==> src/rtl/hbmt_pkg.sv <==
package hbmt_pkg;

  typedef enum logic [1:0] {
    FUNC_MERGE = 2'd0,
    FUNC_TICK  = 2'd1,
    FUNC_LIST  = 2'd2,
    FUNC_NOP   = 2'd3
  } func_t;

  typedef enum logic [2:0] {
    KIND_ADDED     = 3'd0,
    KIND_REFRESHED = 3'd1,
    KIND_UNCHANGED = 3'd2,
    KIND_FULL      = 3'd3,
    KIND_REMOVED   = 3'd4,
    KIND_LIVE      = 3'd5,
    KIND_NONE      = 3'd6
  } kind_t;

  localparam logic [1:0] REG_SELF_IDENT = 2'd0;
  localparam logic [1:0] REG_SELF_PORT  = 2'd1;
  localparam logic [1:0] REG_FAIL_TO    = 2'd2;
  localparam logic [1:0] REG_REMOVE_TO  = 2'd3;

  // most results one item may produce
  localparam int MAX_RESULTS = 32;

  typedef struct packed {
    logic [1:0]  func;
    logic [31:0] member_ident;
    logic [15:0] member_port_in;
    logic [31:0] beat_in;
  } in_item_t;

  typedef struct packed {
    logic [2:0]  result_kind;
    logic [31:0] out_ident;
    logic [15:0] out_port;
    logic [31:0] out_beat;
    logic [31:0] out_stamp;
    logic        final_item;
  } out_item_t;

  // configuration seen by the back end
  typedef struct packed {
    logic [31:0] self_ident;
    logic [15:0] self_port;
    logic [15:0] fail_to;
    logic [15:0] remove_to;
  } cfg_t;

endpackage

==> src/rtl/hbmt_front.sv <==
module hbmt_front (
  input  logic              clk,
  input  logic              rst_n,
  input  logic              start,
  output logic              busy,
  input  hbmt_pkg::in_item_t in_item,
  output logic              q_valid,
  output hbmt_pkg::in_item_t q_item,
  input  logic              q_pop
);

  // two-entry queue; func 3 items are dropped here
  hbmt_pkg::in_item_t mem_r [2];
  logic [1:0] cnt_r, cnt_nxt;
  logic       wp_r, rp_r;
  logic       push;

  assign busy    = (cnt_r == 2'd2);
  assign push    = start && !busy && (in_item.func != hbmt_pkg::FUNC_NOP);
  assign q_valid = (cnt_r != 2'd0);
  assign q_item  = mem_r[rp_r];

  always_comb begin
    cnt_nxt = cnt_r + {1'b0, push} - {1'b0, q_pop && q_valid};
  end

  always_ff @(posedge clk) begin
    if (!rst_n) begin
      cnt_r <= '0;
      wp_r  <= 1'b0;
      rp_r  <= 1'b0;
    end else begin
      cnt_r <= cnt_nxt;
      if (push) wp_r <= !wp_r;
      if (q_pop && q_valid) rp_r <= !rp_r;
    end
  end

  always_ff @(posedge clk) begin
    if (push) mem_r[wp_r] <= in_item;
  end

  a_cnt_bound: assert property (@(posedge clk) disable iff (!rst_n) cnt_r != 2'd3)
    else $error("queue count overflow");
  a_full_busy: assert property (@(posedge clk) disable iff (!rst_n)
    (cnt_r == 2'd2) |-> busy) else $error("full queue not busy");
  a_pop_valid: assert property (@(posedge clk) disable iff (!rst_n)
    (q_pop && q_valid && !push) |=> (cnt_r == $past(cnt_r) - 2'd1))
    else $error("pop not counted");

endmodule

==> config.mk <==
export PLATFORM = sky130hd
export DESIGN_NAME = hbmt_front
export DESIGN_NICKNAME = d
export VERILOG_FILES = /design/src/rtl/hbmt_pkg.sv /design/src/rtl/hbmt_front.sv
export SDC_FILE = /design/constraint.sdc
export NUM_CORES = 1
export LEC_CHECK = 0
export ABC_AREA = 1
export ABC_CLOCK_PERIOD_IN_PS = 5500
export BUFFER_PORTS_ARGS = -buffer_cell sky130_fd_sc_hd__buf_2
export CORE_AREA = 2 2 154 156
export DETAILED_ROUTE_END_ITERATION = 6
export DIE_AREA = 0 0 156 158
export GPL_ROUTABILITY_DRIVEN = 1
export GPL_TIMING_DRIVEN = 1
export PLACE_DENSITY_LB_ADDON = 0.2
export SYNTH_ARGS = -nofsm -noshare
export SYNTH_HDL_FRONTEND = slang
export SYNTH_SLANG_ARGS = --single-unit
==> constraint.sdc <==
create_clock -name clk -period 5.5 [get_ports clk]
set_clock_uncertainty 0.05 [all_clocks]
set_input_delay 0.55 -clock clk [delete_from_list [all_inputs] [get_ports clk]]
set_output_delay 0.55 -clock clk [all_outputs]
set_load 0.03 [all_outputs]
Word-level counts from Yosys, hierarchy flattened:

Memories as Yosys holds them, arrays and structs flattened. A register that Yosys moved wholly into a read port is not among the register bits.
Index checks and enable logic that the tools add are counted.

* register bits: 4
* bits in writable memories: 164
* input bits: 86
* output and inout bits: 84
* logic and storage cells: 19
* memories: 1

* add/sub/neg operators: 2
* eq/ne operators: 2
* muxes and demuxes: 4
* reductions and logical operators: 7

Memories
* mem_r: depth 2, width 82, rd ports 1, clocked after memory_dff 1, write ports 1, line hbmt_front.sv:13 `hbmt_pkg::in_item_t mem_r [2];`

Operators by type and width (number)
* 1-bit two-way mux: 4
* 1-bit logical AND: 3
* 1-bit logical NOT: 3
* 2-bit by 1-bit adder with 2-bit output: 1
* 2-bit equality test, second input constant: 1
* 2-bit inequality test, second input constant: 1
* 2-bit nonzero test: 1
* 2-bit by 1-bit subtractor with 2-bit output: 1

Depth between registers and ports, before layout:

* depth after elaboration: 6
* gate-level depth with buffers: 11
* mapped depth without buffers: 11

Worst setup path before layout:

OpenSTA, ideal clock, no wires.

* path type: input -> register
* start point: input in_item[80] in the netlist's numbering
* end point: memory mem_r[0][0] in the netlist's numbering, enable pin
* library setup time: 523 ps
* arrival: 4168 ps
* required time: 4927 ps
* slack: 758 ps
* cell stages on the path: 3
* buffers on the path: 0
* path through: nand2_1 nand3_1 nor2_1

* word-level cells in the longest chain between the ends: 4

Ends and longest elaborated chain
* start: declaration: line hbmt_front.sv:6 `input hbmt_pkg::in_item_t in_item,`
* 2-bit inequality test: line hbmt_front.sv:19 `assign push = start && !busy && (in_item.func != hbmt_pkg::FUNC_NOP);`
* 1-bit logical AND: line hbmt_front.sv:19
* 1-bit two-way mux: line hbmt_front.sv:40 `if (push) mem_r[wp_r] <= in_item;`
* 1-bit two-way mux (implied by the code): line hbmt_front.sv:40
* end: declaration: line hbmt_front.sv:13

Every way passes these cells.

==> reports/results.ini <==
[outcome]
status=complete, no violations

[timing]
rsz0062_at_grt=no
period_minus_slack_ps=3270
setup-violations-final=0
fmax_ghz=0.306
whs_ps=271
fin_setup_tns_ps=0
worst_pin_slew_ps=1140
post-route-period-util=0.595
hold_viol=0
maxSlewViolCount=0
relSlewSlack=0.241

[synth]
muxShareOfSynthArea=0.186
syn_nets=382
synth_area_sq_mm=0.00658
ys_seq_area_frac=0.764
synth_top_family_by_area=multiplexers
postSynthAreaPerCell_sq_um=22.4
yosys.area_share.simple=0.0124
synth_cells=294
synth-xor-area-share=0
synth-seq-cells=169
synthAdderAreaFrac=0.00381
synthDistinctLibCells=14
synth_compound_area_frac=0.00190
synth_warnings=0

[floorplanning]
die_w_um=156
start_util=0.285
die-height_um=158
rows=56
io_pins=170
core_sq_mm=0.0231
die_area_sq_mm=0.0246

[route]
drc_errors=0
wl_per_cell_um=15.9
ant_nets=0
drtPass1Iterations=4
vias=3219
routed_wirelength_mm=12.4
vias_per_cell=4.13
drt_iter0_drc=89

[clock_network]
cts.htree.levels=4
post_cts_resize_count=0
cts_setup_buffers=0
cts.sinks=169
clk_pin_slew_ps=70
cts_buffers=17
ctsRootBufferMaster=clkbuf_16
tritoncts=done
holdBufCountCts=0
cts.path.max_buffers=2
clk_latency_ps=410

[layout]
final_common_cell=buf_2
final_cell_mix=169 x buf_2, 164 x edfxtp_1, 80 x mux2_4
nets=564
n_antenna_cell=0
fillerInstances=2190
layout-area-overhead-vs-synth_pct=25.4
drive_gt1_frac=0.587

[critical_path]
cp.arrival_ps=2670
critPathKind=register to primary output
cp-start-kind=register
critPathCaptureType=primary output
cp.required_ps=4900
cp_max_fo=56

[global_route]
grt_start_max_net_pins=83
grt_overflow=0
grt_pass1_vias=3421
grt_pass1_wl_mm=18.4
grt_use_total=0.100
antenna_found_initial=0

[pwr]
ir_drop_v=0.000196
p_leak_nw=3.22
p_int_mw=2.73
p_sw_mw=1.21
switching_share=0.308
power_frac_seq=0.427
clockPowerShare=0.309
comb_power_share=0.264
p_per_area_mw_per_mm2=478

[place]
io_buffers=169
dpl.hpwl_mm=7.73
gp_congestion=0.638

[run]
max_cap_viol_count=0

[min_path]
min_path_type=primary input to register

cell type report:
cell class	instances	area, sq um	area share
Tap cell	290	363	0.0440
Multi-Input combinational cell	106	1350	0.164
Clock buffer	18	429	0.0520
Timing Repair Buffer	172	868	0.105
Sequential cell	169	5030	0.610
Inverter	10	40.0	0.00485
Clock inverter	14	170	0.0206
worst paths after layout:
check | from | end | slack [ps] | cells past startpoint
worst min-delay path | in_item[6] | mem_r[1][6]$_DFFE_PP_ | 270 | 1
worst max register to register | cnt_r[0]$_SDFF_PN0_ | mem_r[1][49]$_DFFE_PP_ | 3450 | 4
worst min register to register | rp_r$_SDFFE_PN0P_ | register | 440 | 2
worst max-delay path | register | q_item[12] | 2230 | 3
worst max-delay path, cell delays in order, from the launching register on:
cell and delay [ps]:
dfxtp_4 1050, buf_4 600, mux2_4 350, buf_2 180
layer usage:
metal  global-route usage  part of all wire  vias up  wire (um)
met4               0.0328             0.010        0        124
met2                0.168              0.50       94       6120
met5                    0                 0        -          0
li1                     -                 -     1505          -
met1                0.120              0.44     1612       5390
met3               0.0375             0.057        8        709
cell families after synthesis:
group	count (synthesis)
AOI/OAI and AO/OA	2
DFF	169
muxes	82
and+or+nand+nor	20
adders and majority gates	2
buffers and inverters	19
power groups by stage:
stage / registers [mW] / clock network (mW) / logic, mW
2_1_floorplan: 1.64 / 0 / 0.911
3_3_place_gp: 1.71 / 0 / 1.05
3_5_place_dp: 1.72 / 0 / 1.06
4_1_cts: 1.69 / 1.27 / 1.06
5_1_grt: 1.70 / 1.32 / 1.11
6_report: 1.68 / 1.22 / 1.04
sequential cells by signal, summed over array words and instances (netlist names), named ones only:
name   flops
cnt_r      2
wp_r       1
mem_r    164
rp_r       1
stage by stage:
step / area, sq um / setup slack (ps) / utilization / cells / total power [mW]
finish: 8250 / 2230 / 0.358 / 779 / 3.94
global route: 8250 / 2080 / 0.358 / 779 / 4.13
detailed placement: 7650 / 2600 / 0.332 / 747 / 2.78
floorplan: 6580 / 758 / - / 294 / 2.56
CTS: 8250 / 2140 / 0.358 / 779 / 4.02
global placement: 7650 / 2630 / 0.332 / 747 / 2.76
synthesized netlist by cell type (all sizes together):
master	instances	share of area
a21oi	1	0.00076
buf	9	0.026
edfxtp	164	0.75
inv	10	0.0057
dfxtp	5	0.015
nor2	6	0.0034
nand3	3	0.0023
nand4	1	0.00095
mux2	82	0.19
nand2	10	0.0057
ha	2	0.0038
o21a	1	0.0011
Power figures use the tool's default switching activity.
