File: config.mk
export PLATFORM = sky130hd
export DESIGN_NAME = hbmt_regs
export DESIGN_NICKNAME = d
export VERILOG_FILES = /design/src/rtl/hbmt_pkg.sv /design/src/rtl/hbmt_regs.sv
export SDC_FILE = /design/constraint.sdc
export NUM_CORES = 1
export LEC_CHECK = 0
export BUFFER_PORTS_ARGS = -buffer_cell sky130_fd_sc_hd__buf_2
export CAP_MARGIN = 20
export CELL_PAD_IN_SITES_DETAIL_PLACEMENT = 1
export CELL_PAD_IN_SITES_GLOBAL_PLACEMENT = 2
export CORE_MARGIN = 2
export CORE_UTILIZATION = 25
export DETAILED_ROUTE_END_ITERATION = 10
export PLACE_DENSITY_LB_ADDON = 0.1
export SYNTH_ARGS = -nofsm -noshare
export SYNTH_HDL_FRONTEND = slang
export SYNTH_SLANG_ARGS = --single-unit
export TNS_END_PERCENT = 50
File: constraint.sdc
create_clock -name clk -period 1.2 [get_ports clk]
set_clock_uncertainty 0.1 [all_clocks]
set_input_delay 0.18 -clock clk [delete_from_list [all_inputs] [get_ports clk]]
set_output_delay 0.18 -clock clk [all_outputs]
set_load 0.02 [all_outputs]
File: src/rtl/hbmt_pkg.sv
package hbmt_pkg;

  typedef enum logic [1:0] {
    FUNC_MERGE = 2'd0,
    FUNC_TICK  = 2'd1,
    FUNC_LIST  = 2'd2,
    FUNC_NOP   = 2'd3
  } func_t;

  typedef enum logic [2:0] {
    KIND_ADDED     = 3'd0,
    KIND_REFRESHED = 3'd1,
    KIND_UNCHANGED = 3'd2,
    KIND_FULL      = 3'd3,
    KIND_REMOVED   = 3'd4,
    KIND_LIVE      = 3'd5,
    KIND_NONE      = 3'd6
  } kind_t;

  localparam logic [1:0] REG_SELF_IDENT = 2'd0;
  localparam logic [1:0] REG_SELF_PORT  = 2'd1;
  localparam logic [1:0] REG_FAIL_TO    = 2'd2;
  localparam logic [1:0] REG_REMOVE_TO  = 2'd3;

  // most results one item may produce
  localparam int MAX_RESULTS = 32;

  typedef struct packed {
    logic [1:0]  func;
    logic [31:0] member_ident;
    logic [15:0] member_port_in;
    logic [31:0] beat_in;
  } in_item_t;

  typedef struct packed {
    logic [2:0]  result_kind;
    logic [31:0] out_ident;
    logic [15:0] out_port;
    logic [31:0] out_beat;
    logic [31:0] out_stamp;
    logic        final_item;
  } out_item_t;

  // configuration seen by the back end
  typedef struct packed {
    logic [31:0] self_ident;
    logic [15:0] self_port;
    logic [15:0] fail_to;
    logic [15:0] remove_to;
  } cfg_t;

endpackage

File: src/rtl/hbmt_regs.sv
module hbmt_regs (
  input  logic           clk,
  input  logic           rst_n,
  input  logic           psel,
  input  logic           penable,
  input  logic           pwrite,
  input  logic [3:0]     paddr,
  input  logic [31:0]    pwdata,
  output logic [31:0]    prdata,
  output logic           pready,
  output hbmt_pkg::cfg_t cfg
);

  hbmt_pkg::cfg_t cfg_r;
  logic [1:0] ri;
  assign ri     = paddr[3:2];
  assign pready = 1'b1;
  assign cfg    = cfg_r;

  always_ff @(posedge clk) begin
    if (!rst_n) begin
      cfg_r.self_ident <= '0;
      cfg_r.self_port  <= '0;
      cfg_r.fail_to    <= 16'd5;
      cfg_r.remove_to  <= 16'd20;
    end else if (psel && penable && pwrite) begin
      unique case (ri)
        hbmt_pkg::REG_SELF_IDENT: cfg_r.self_ident <= pwdata;
        hbmt_pkg::REG_SELF_PORT:  cfg_r.self_port  <= pwdata[15:0];
        hbmt_pkg::REG_FAIL_TO:    cfg_r.fail_to    <= pwdata[15:0];
        hbmt_pkg::REG_REMOVE_TO:  cfg_r.remove_to  <= pwdata[15:0];
        default: ;
      endcase
    end
  end

  always_comb begin
    unique case (ri)
      hbmt_pkg::REG_SELF_IDENT: prdata = cfg_r.self_ident;
      hbmt_pkg::REG_SELF_PORT:  prdata = {16'd0, cfg_r.self_port};
      hbmt_pkg::REG_FAIL_TO:    prdata = {16'd0, cfg_r.fail_to};
      hbmt_pkg::REG_REMOVE_TO:  prdata = {16'd0, cfg_r.remove_to};
      default:                  prdata = '0;
    endcase
  end

endmodule

# Yosys cells after proc, flatten, opt, wreduce, memory -nomap -nowiden
# Cells that the tools add are included.
# totals
register_bits,80
inputBits,41
elab_cells,15
out_inout_bits,113
# op_classes
n_reduce_logical,7
n_eq_ne,3
n_mux,1
# op_table
cell,n
one-hot mux 32 bit (4 select lines),1
AND reduction 2 bit,4
equality test 2 bit (second input constant),2
equality test 2 x 1 -> 1 bit (second input constant),1
logical AND 1 bit,2
logical NOT 2 bit,1

# Longest topological paths before layout
# Gate-level depths: netlist of the first run.
# logic_depth
word_depth,3
depth_mapped,5
ltp_nobuf,3

# Least setup slack after synthesis of the first run
# OpenSTA, ideal clock, no wires.
# synth_timing
path_type,input to output
from,input port paddr[2]
to,output port prdata[11]
path_buffers,2
stages,3
t_required_ps,920
slack_ps,-165
t_arrival_ps,1085
cell_sequence,buf_6 -> buf_6 -> mux4_2
# synth_between
elab_chain_cells,2
word_cells_on_any_way,5
cone_classes,eq/ne: 3; mux: 1; reduce/logical: 1
# synth_rtl
item,line_no,rtl
start: declaration,hbmt_regs.sv:7,"input logic [3:0] paddr,"
equality test 2 bit (tied with other cells),hbmt_regs.sv:38,unique case (ri)
one-hot mux 32 bit (4 select lines) (*),hbmt_regs.sv:38,
end: declaration,hbmt_regs.sv:9,"output logic [31:0] prdata,"
# Every way passes the cells marked *; elsewhere a longest branch is shown, timed or not.

# Worst setup path in the final report of the first run
# layout_timing
from,register cfg_r (netlist bit cfg[6])
to,output port prdata[6]
# layout_between
elab_chain_cells,1
# layout_rtl
item,line_no,rtl
start: declaration,hbmt_regs.sv:14,hbmt_pkg::cfg_t cfg_r;
one-hot mux 32 bit (4 select lines),hbmt_regs.sv:38,
# No other way between the ends.

==> results.ini, run 1 <==
[hold_path]
hp-class = input port to flop

[critical_path]
crit_path_end = prdata[6]
cp-end-kind = output pin
worstPathRequired_ns = 0.92
reg2reg_depth = 4
cp-start-kind = flop
startpoint = cfg[6]
critPathKind = flop to output pin
reg2reg_from = cfg[7]
r2r_end = cfg[7]
r2r_setup_slack_ns = 0.31
cp_max_fo = 2
worst_ep_arrival_time_ns = 1.32

[floorplanning]
start_util_pct = 25.7
ios = 154
die_x_um = 124
core_area_mm2 = 0.0140
core.rowCount = 43
die_area_mm2 = 0.0154
dieHeight_um = 124

[finish]
final_nets = 618
area_growth_pct = 80.7
layoutNonFillerInstCount = 762
design_area_mm2 = 0.00650
layout_commonest_cell = buf_6
layout-drive-gt1-share_pct = 59.8
fillers = 1528
utilization_pct = 46.5
largest_reg_flops = 80
diodes = 0
final_cell_mix = buf_6, nand2_1, mux2i_1, dfxtp_2, buf_2

[power_and_ir_drop]
switching_share_pct = 23.9
power.internal_mw = 4.77
power.clock.fraction_pct = 44.5
vdd_drop_max_mv = 0.448
seqPwrFrac_pct = 43.4
p_sw_mw = 1.50
comb_power_share_pct = 12.1
pwr_density_cell_mw_per_mm2 = 963
leakage_nw = 2.89
p_total_mw = 6.26

[route]
post-route-drc-count = 0
wire_per_inst_um = 16.6
ant_nets = 0
via_per_inst = 4.45
wl_mm = 12.6
drtIter0Drc = 83
vias = 3390
firstDrtPassIters = 4

[placed_design]
dp.cells = 725
postPlaceCellArea_mm2 = 0.00514
gp_congestion = 0.733
port-buffer-count = 150
preCtsSetupSlack_ns = -0.323
dpl.hpwl_mm = 8.61

[global_routing]
grt_max_degree = 48
grt_pass1_vias = 3554
grt_first_pass_wirelength_mm = 18.8
grt_overflow = 0
antenna_found_initial = 0
track_usage_pct = 16.3

[cts]
cts_tree = done
htree_levels = 3
cts_buffers = 9
cts.sinks = 80
clk_pin_slew_ns = 0.06
clock_latency_ns = 0.34
root_buffer = clkbuf_16
clockBufferDepth = 2

[sta]
hold_viol = 0
clock.fmax_mhz = 627
finalSetupViolCount = 40
finalMaxSlewViolations = 0
finalCritPeriodShare_pct = 133
timing.final.ws_setup_ns = -0.396
rsz0062_at_grt = true
finalSetupTns_ns = -6.73
layout_min_cycle_time_ns = 1.60
hold_slack_ns = 0.0208

[outcome]
outcome = finished with violations
violations = setup timing

[logic_synthesis]
synth-compound-area-share_pct = 0.348
synth_mux_area_share_pct = 32.4
yosys_warnings = 0
synthXorXnorAreaFrac_pct = 0
syn_nets = 383
avgSynthCellArea_um2 = 10.5
netlist-cell-type-count = 24
synth-simple-area-share_pct = 16.9
synth_seq_cells = 80
synth_seq_area_share_pct = 44.5
synthesis.area_mm2 = 0.00360
synthAdderAreaFrac_pct = 0
synth_cells = 342
synth_top_family_by_area = multiplexers

[run]
cap_violations = 0

[critical path, cell delays in order, from the launching register on]
cell	delay, ns
dfxtp_2	0.33
mux4_2	0.49
buf_6	0.15
[cell families after synthesis]
logic type	Yosys count
AND/OR/NAND/NOR	136
multiplexers	95
flip-flops	80
buffers and inverters	28
AO/OA/AOI/OAI	2
other	1
[area by class of cell]
type / instances / area (µm²) / share of cell area, %
Tap cell: 180 / 225 / 3.46
Clock inverter: 2 / 10.0 / 0.154
Clock buffer: 14 / 294 / 4.52
Multi-Input combinational cell: 234 / 1830 / 28.2
Inverter: 2 / 7.51 / 0.115
Timing Repair Buffer: 250 / 2460 / 37.8
Sequential cell: 80 / 1680 / 25.8
[power by group through the flow]
stage / sequential (mW) / clock (mW) / combinational, mW
finish: 2.72 / 2.78 / 0.757
global route: 2.72 / 2.94 / 0.815
CTS: 2.72 / 2.85 / 0.749
detailed placement: 2.77 / 0 / 0.613
global placement: 2.77 / 0 / 0.609
floorplan: 2.81 / 0 / 0.283
[per-layer routing]
layer | track usage (%) | share of wire (%) | up-vias
li1 | - | - | 1624
met1 | 19.2 | 41 | 1661
met2 | 29.3 | 53 | 91
met3 | 3.16 | 4.4 | 14
met4 | 5.97 | 1.6 | 0
met5 | 0 | 0 | -
[worst min-delay path by stage]
| stage | startpoint | end | slack [ns] | cells after the start |
|---|---|---|---|---|
| after detailed placement | pwdata[29] | cfg[77] | 0.34 | 3 |
| after global routing | pwdata[4] | cfg[4] | 0.04 | 3 |
| after CTS | pwdata[4] | cfg[4] | 0.01 | 3 |
| final | pwdata[4] | cfg[4] | 0.02 | 3 |
| after global placement | pwdata[31] | cfg[79] | 0.33 | 3 |
| after floorplan | pwdata[20] | cfg[68] | 0.22 | 2 |
[timing repair]
action	4_1_cts	5_1_grt
setup buffers	2	3
hold buffers	16	0
resized for setup	231	81
hold endpoints to repair	16	0
gates cloned	2	0
setup endpoints to repair	89	84
pin swaps	15	3
[cell usage after synthesis]
cell type	instances	share of area (%)
or2_1	1	0.17
inv_1	2	0.21
o211ai_1	1	0.21
and2_1	16	2.8
nor3_4	2	0.90
nor2b_1	5	0.87
mux2i_1	79	22
conb_1	1	0.10
buf_2	11	1.5
mux4_1	4	2.9
o21ai_0	1	0.14
buf_6	7	2.2
buf_8	1	0.42
nor2_1	1	0.10
nand4_2	1	0.35
nor2_2	1	0.17
dfxtp_1	80	45
clkbuf_4	1	0.21
mux4_2	12	7.5
clkbuf_1	4	0.42
buf_4	1	0.21
nand2_1	108	11
nand3_2	1	0.28
buf_12	1	0.56
Power figures use the tool's default switching activity.
==> run 2: changes to the inputs <==
- CORE_ASPECT_RATIO: not set -> 0.9
- GPL_TIMING_DRIVEN: not set -> 0
- PLACE_DENSITY: not set -> 0.84
- PLACE_DENSITY_LB_ADDON: 0.1 -> not set
==> run 2 against run 1 <==
  * The flow still finishes with violations (setup timing)
  * Non-clock buffer count up 19
  * Worst setup slack got worse by 0.0026 ns
  * Wire length is 20% higher
  * Clock power increased by 23%
  * Highest routed layer unchanged
  * Critical path depth stayed put
  * Largest cell class unchanged
  * Fmax down 0.16%
  * Sequential share of layout area down 1.1 points
  * Total power increased by 11%
  * Sequential power is essentially flat
==> results.ini, run 2 (synthesis gave the netlist of run 1 again) <==
[floorplanning]
start_util_pct = 25.6  ; -0.12 points
core.rowCount = 41  ; -4.7%
core_area_mm2 = 0.0141  ; +0.48%
die_area_mm2 = 0.0154  ; about the same
ios = 154  ; unchanged
die_x_um = 130  ; +5.2%
dieHeight_um = 118  ; -5.0%

[global_routing]
grt_pass1_vias = 3840  ; +8.0%
grt_max_degree = 14  ; -71%
antenna_found_initial = 1  ; +1
grt_first_pass_wirelength_mm = 22.0  ; +17%
track_usage_pct = 19.1  ; +2.8 points
grt_overflow = 0  ; unchanged

[sta]
timing.final.ws_setup_ns = -0.398  ; -0.00262 ns
finalMaxSlewViolations = 0  ; unchanged
hold_slack_ns = 0.0195  ; -0.00130 ns
hold_viol = 0  ; unchanged
layout_min_cycle_time_ns = 1.60  ; +0.00262 ns
finalCritPeriodShare_pct = 133  ; +0.22 points
clock.fmax_mhz = 626  ; -0.16%
rsz0062_at_grt = true
finalSetupViolCount = 70  ; +75%

[route]
vias = 3548  ; +4.7%
firstDrtPassIters = 4  ; unchanged
wl_mm = 15.2  ; +20%
wire_per_inst_um = 19.1  ; +15%
post-route-drc-count = 0  ; unchanged
drtIter0Drc = 94  ; +13%
ant_nets = 0  ; unchanged
via_per_inst = 4.46  ; +0.32%

[cts]
cts.sinks = 80  ; unchanged
clock_latency_ns = 0.33  ; about the same
cts_tree = done
clk_pin_slew_ns = 0.06  ; about the same
cts_buffers = 9  ; unchanged
clockBufferDepth = 2  ; unchanged
root_buffer = clkbuf_16
htree_levels = 3  ; unchanged

[finish]
layoutNonFillerInstCount = 795  ; +4.3%
layout_commonest_cell = buf_6
area_growth_pct = 88.5
layout-drive-gt1-share_pct = 61.4  ; +1.6 points
final_nets = 637  ; +3.1%
utilization_pct = 48.3  ; +1.8 points
fillers = 1595  ; +4.4%
multiInputGateArea_mm2 = 0.00186  ; +1.6%
seq_area_mm2 = 0.00167  ; -0.30%
largest_reg_flops = 80  ; unchanged
final_cell_mix = buf_6, nand2_1, mux2i_1, buf_2, dfxtp_2

[critical_path]
critPathKind = flop to output pin
worstPathRequired_ns = 0.92  ; about the same
startpoint = cfg[13]
cp_max_fo = 2  ; unchanged
worst_ep_arrival_time_ns = 1.32  ; about the same
reg2reg_from = cfg[18]
cp-end-kind = output pin
cp-start-kind = flop

[placed_design]
dpl.hpwl_mm = 9.25  ; +7.4%
gp_congestion = 0.702  ; -4.3%
preCtsSetupSlack_ns = -0.667  ; -0.344 ns
dp.cells = 684  ; -5.7%
port-buffer-count = 149  ; -0.67%

[hold_path]
hp-class = input port to flop
hold_start = pwdata[19]

[run]
cap_violations = 0  ; unchanged

[power_and_ir_drop]
pwr_density_cell_mw_per_mm2 = 1020  ; +6.3%
leakage_nw = 3.03  ; +4.9%
p_total_mw = 6.95  ; +11%
vdd_drop_max_mv = 0.737  ; +64%

[outcome]
outcome = finished with violations
violations = setup timing

run 2: cell count changes in the layout (fill, tap and decap cells not counted), sizes merged:
cell / change
buf: +15
diode: +1
bufinv: +4
clkbuf: +3
dlygate4sd3: -3
run 2: final cells by class:
type / count / share of cell area (%)
inverter: 2 / 0.111
sequential: 80 / 24.6
clock inverter: 6 / 1.92
timing repair buffer: 243 / 34.9
antenna: 1 / 0.0369
clock buffer: 10 / 3.52
multi-input combinational: 234 / 27.4
tap: 193 / 3.56
buffer: 26 / 3.89
run 2: path summary, 6_finish.rpt:
kind / cells past startpoint / to / slack, ns
worst max-delay path: 2 / prdata[13] / -0.40
worst min-delay path: 3 / cfg[67] / 0.02
worst max register to register: 4 / cfg[18] / 0.22
worst min register to register: 2 / cfg[31] / 0.37
run 2: timing repair:
item / 4_1_cts / 5_1_grt
gates cloned: 2 / 3
pin swaps: 11 / 3
hold buffers: 13 / 0
endpoints found under the setup margin: 63 / 140
gates resized for setup: 270 / 69
hold endpoints to repair: 13 / 0
setup buffers: 50 / 26
run 2: routing by layer:
layer  GRT usage (%)  routed length, µm  up-vias
met3            5.09                760       22
met1            21.9               6050     1755
met2            34.2               8010      107
met5               0                  0        -
li1                -                  -     1664
met4            6.05                337        0
run 2: power breakdown:
group          switching [mW]  internal, mW  total [mW]
registers              0.0277          2.69        2.72
logic                   0.406         0.402       0.808
clock network            1.12          2.29        3.42
total                    1.56          5.39        6.95
run 2: critical path: stages (launching register included):
cell and delay (ns):
dfxtp_2 0.33, mux4_2 0.49, buf_6 0.15
run 2: per-stage QoR:
stage                     instance area (µm²)  TNS, ns
after floorplan                          3640    -2.65
after global placement                   4620   -39.14
after detailed placement                 4620   -41.59
after CTS                                6280   -13.02
after global routing                     6780   -13.76
final                                    6780   -10.94
==> run 3: changes to the inputs <==
- CTS_BUF_LIST: not set -> sky130_fd_sc_hd__clkbuf_16
==> run 3 against run 2 <==
  * The flow still finishes with violations (setup timing)
  * Core utilization grew 0.11 points
  * Clock-buffer cell count shrank 1
  * Register-to-register slack is essentially flat
  * Largest power group unchanged
  * Worst hold slack lost 0.014 ns
  * Die area is the same
  * Combinational power is essentially flat
  * Sequential share of layout area shrank 0.054 points
  * Critical endpoint unchanged
  * Design area grew 0.22%
==> results.ini, run 3 (synthesis gave the netlist of run 1 again) <==
[critical_path]
crit_slowest_cell = mux4_2
cpPeakStageDelay_ns = 0.50  ; about the same
critPathKind = flop to output pin
crit_chain = mux4_2 -> buf_6
r2r_setup_slack_ns = 0.22  ; about the same
cp-end-kind = output pin
worst-path-buf-inv = 1  ; unchanged
cp_top_family = multiplexers
worst_ep_arrival_time_ns = 1.34  ; +0.02 ns
cp-start-kind = flop
cp_max_fo = 2  ; unchanged
worstPathRequired_ns = 0.92  ; about the same

[floorplanning]
dieHeight_um = 118  ; unchanged
die_x_um = 130  ; unchanged
core.rowCount = 41  ; unchanged
die_area_mm2 = 0.0154  ; unchanged
start_util_pct = 25.6  ; unchanged
ios = 154  ; unchanged
core_area_mm2 = 0.0141  ; unchanged

[finish]
largest_reg_flops = 80  ; unchanged
final_cell_mix = buf_6, nand2_1, mux2i_1, buf_2, dfxtp_2
area_growth_pct = 88.9
layout-drive-gt1-share_pct = 61.1  ; -0.34 points
design_area_mm2 = 0.00680  ; +0.22%
layout_commonest_cell = buf_6
final_nets = 642  ; +0.78%

[power_and_ir_drop]
vdd_drop_max_mv = 0.737  ; about the same
pwr_density_cell_mw_per_mm2 = 1010  ; -1.0%
leakage_nw = 3.04  ; +0.55%

[global_routing]
track_usage_pct = 19.0  ; -0.085 points
grt_first_pass_wirelength_mm = 21.9  ; -0.19%
grt_pass1_vias = 3857  ; +0.44%
grt_overflow = 0  ; unchanged
grt_max_degree = 14  ; unchanged
antenna_found_initial = 1  ; unchanged

[sta]
timing.final.ws_setup_ns = -0.418  ; -0.0193 ns
layout_min_cycle_time_ns = 1.62  ; +0.0193 ns
finalMaxSlewViolations = 0  ; unchanged
hold_viol = 0  ; unchanged
finalSetupTns_ns = -14.25  ; -3.31 ns
rsz0062_at_grt = true
clock.fmax_mhz = 618  ; -1.2%
finalSetupViolCount = 93  ; +33%
finalCritPeriodShare_pct = 135  ; +1.6 points

[cts]
clk_pin_slew_ns = 0.06  ; about the same
htree_levels = 3  ; unchanged
cts_tree = done
cts.sinks = 80  ; unchanged
clockBufferDepth = 2  ; unchanged
cts_buffers = 9  ; unchanged
clock_latency_ns = 0.34  ; about the same
root_buffer = clkbuf_16

[route]
ant_nets = 0  ; unchanged
drtIter0Drc = 72  ; -23%
via_per_inst = 4.45  ; -0.34%
wl_mm = 15.0  ; -1.4%
post-route-drc-count = 0  ; unchanged
vias = 3558  ; +0.28%
firstDrtPassIters = 4  ; unchanged
wire_per_inst_um = 18.7  ; -2.0%

[placed_design]
port-buffer-count = 149  ; unchanged
postPlaceCellArea_mm2 = 0.00462  ; unchanged
gp_congestion = 0.702  ; unchanged
dpl.hpwl_mm = 9.25  ; unchanged

[outcome]
outcome = finished with violations
violations = setup timing

[run]
cap_violations = 0  ; unchanged

[hold_path]
hp-class = input port to flop

[run 3: changes by cell type in the layout (fill, tap and decap cells not counted), sizes merged]
cell and change:
buf +5, clkbuf -1, clkinv +1
[run 3: path summary, 6_finish.rpt]
check                                start    endpoint  depth (start not counted)
worst max-delay path               cfg[13]  prdata[13]                          2
worst min-delay path            pwdata[18]     cfg[66]                          3
worst max register to register     cfg[18]     cfg[18]                          4
worst min register to register     cfg[31]     cfg[31]                          2
[run 3: layer usage]
metal / part of all wire, % / up-vias / routed length, µm / track usage, %
li1: - / 1676 / - / -
met1: 41 / 1767 / 6060 / 22.0
met2: 53 / 99 / 7890 / 33.9
met3: 5.1 / 16 / 767 / 5.18
met4: 1.6 / 0 / 237 / 5.85
met5: 0 / - / 0 / 0
[run 3: tightest hold or removal path: cells and delay by family]
family                 cells  cell delay (ns)
multiplexers               1             0.07
AND/OR/NAND/NOR            1             0.05
buffers and inverters      1             0.09
[run 3: area by class of cell]
class                           count  area, µm²
Tap cell                          193        241
Multi-Input combinational cell    234       1840
Timing Repair Buffer              248       2410
Fill cell                        1607       7260
Clock buffer                        9        225
Antenna cell                        1       2.50
Buffer                             26        263
Sequential cell                    80       1670
Clock inverter                      7        134
Inverter                            2       7.51
[run 3: power by group]
part / total [mW] / switching [mW] / internal, mW
clock network: 3.36 / 1.13 / 2.23
registers: 2.72 / 0.0274 / 2.69
logic: 0.809 / 0.403 / 0.406
[run 3: timing repair]
action,CTS,global route
setup buffers,50,31
hold endpoints to repair,13,0
hold buffers,13,0
endpoints found under the setup margin,64,138
pin swaps,12,3
gates cloned,2,3
resized for setup,272,68
[run 3: metrics by stage]
step                      cells  setup slack (ns)  utilization, %  hold WS, ns  power [mW]
after floorplan             342           -0.0909               -        0.222        3.10
after global placement      684            -0.616            32.9        0.329        3.32
after CTS                   765            -0.409            44.7      0.00168        6.90
after detailed placement    684            -0.667            32.9        0.342        3.33
after global routing        800            -0.445            48.4       0.0190        7.16
final                       800            -0.418            48.4      0.00560        6.89
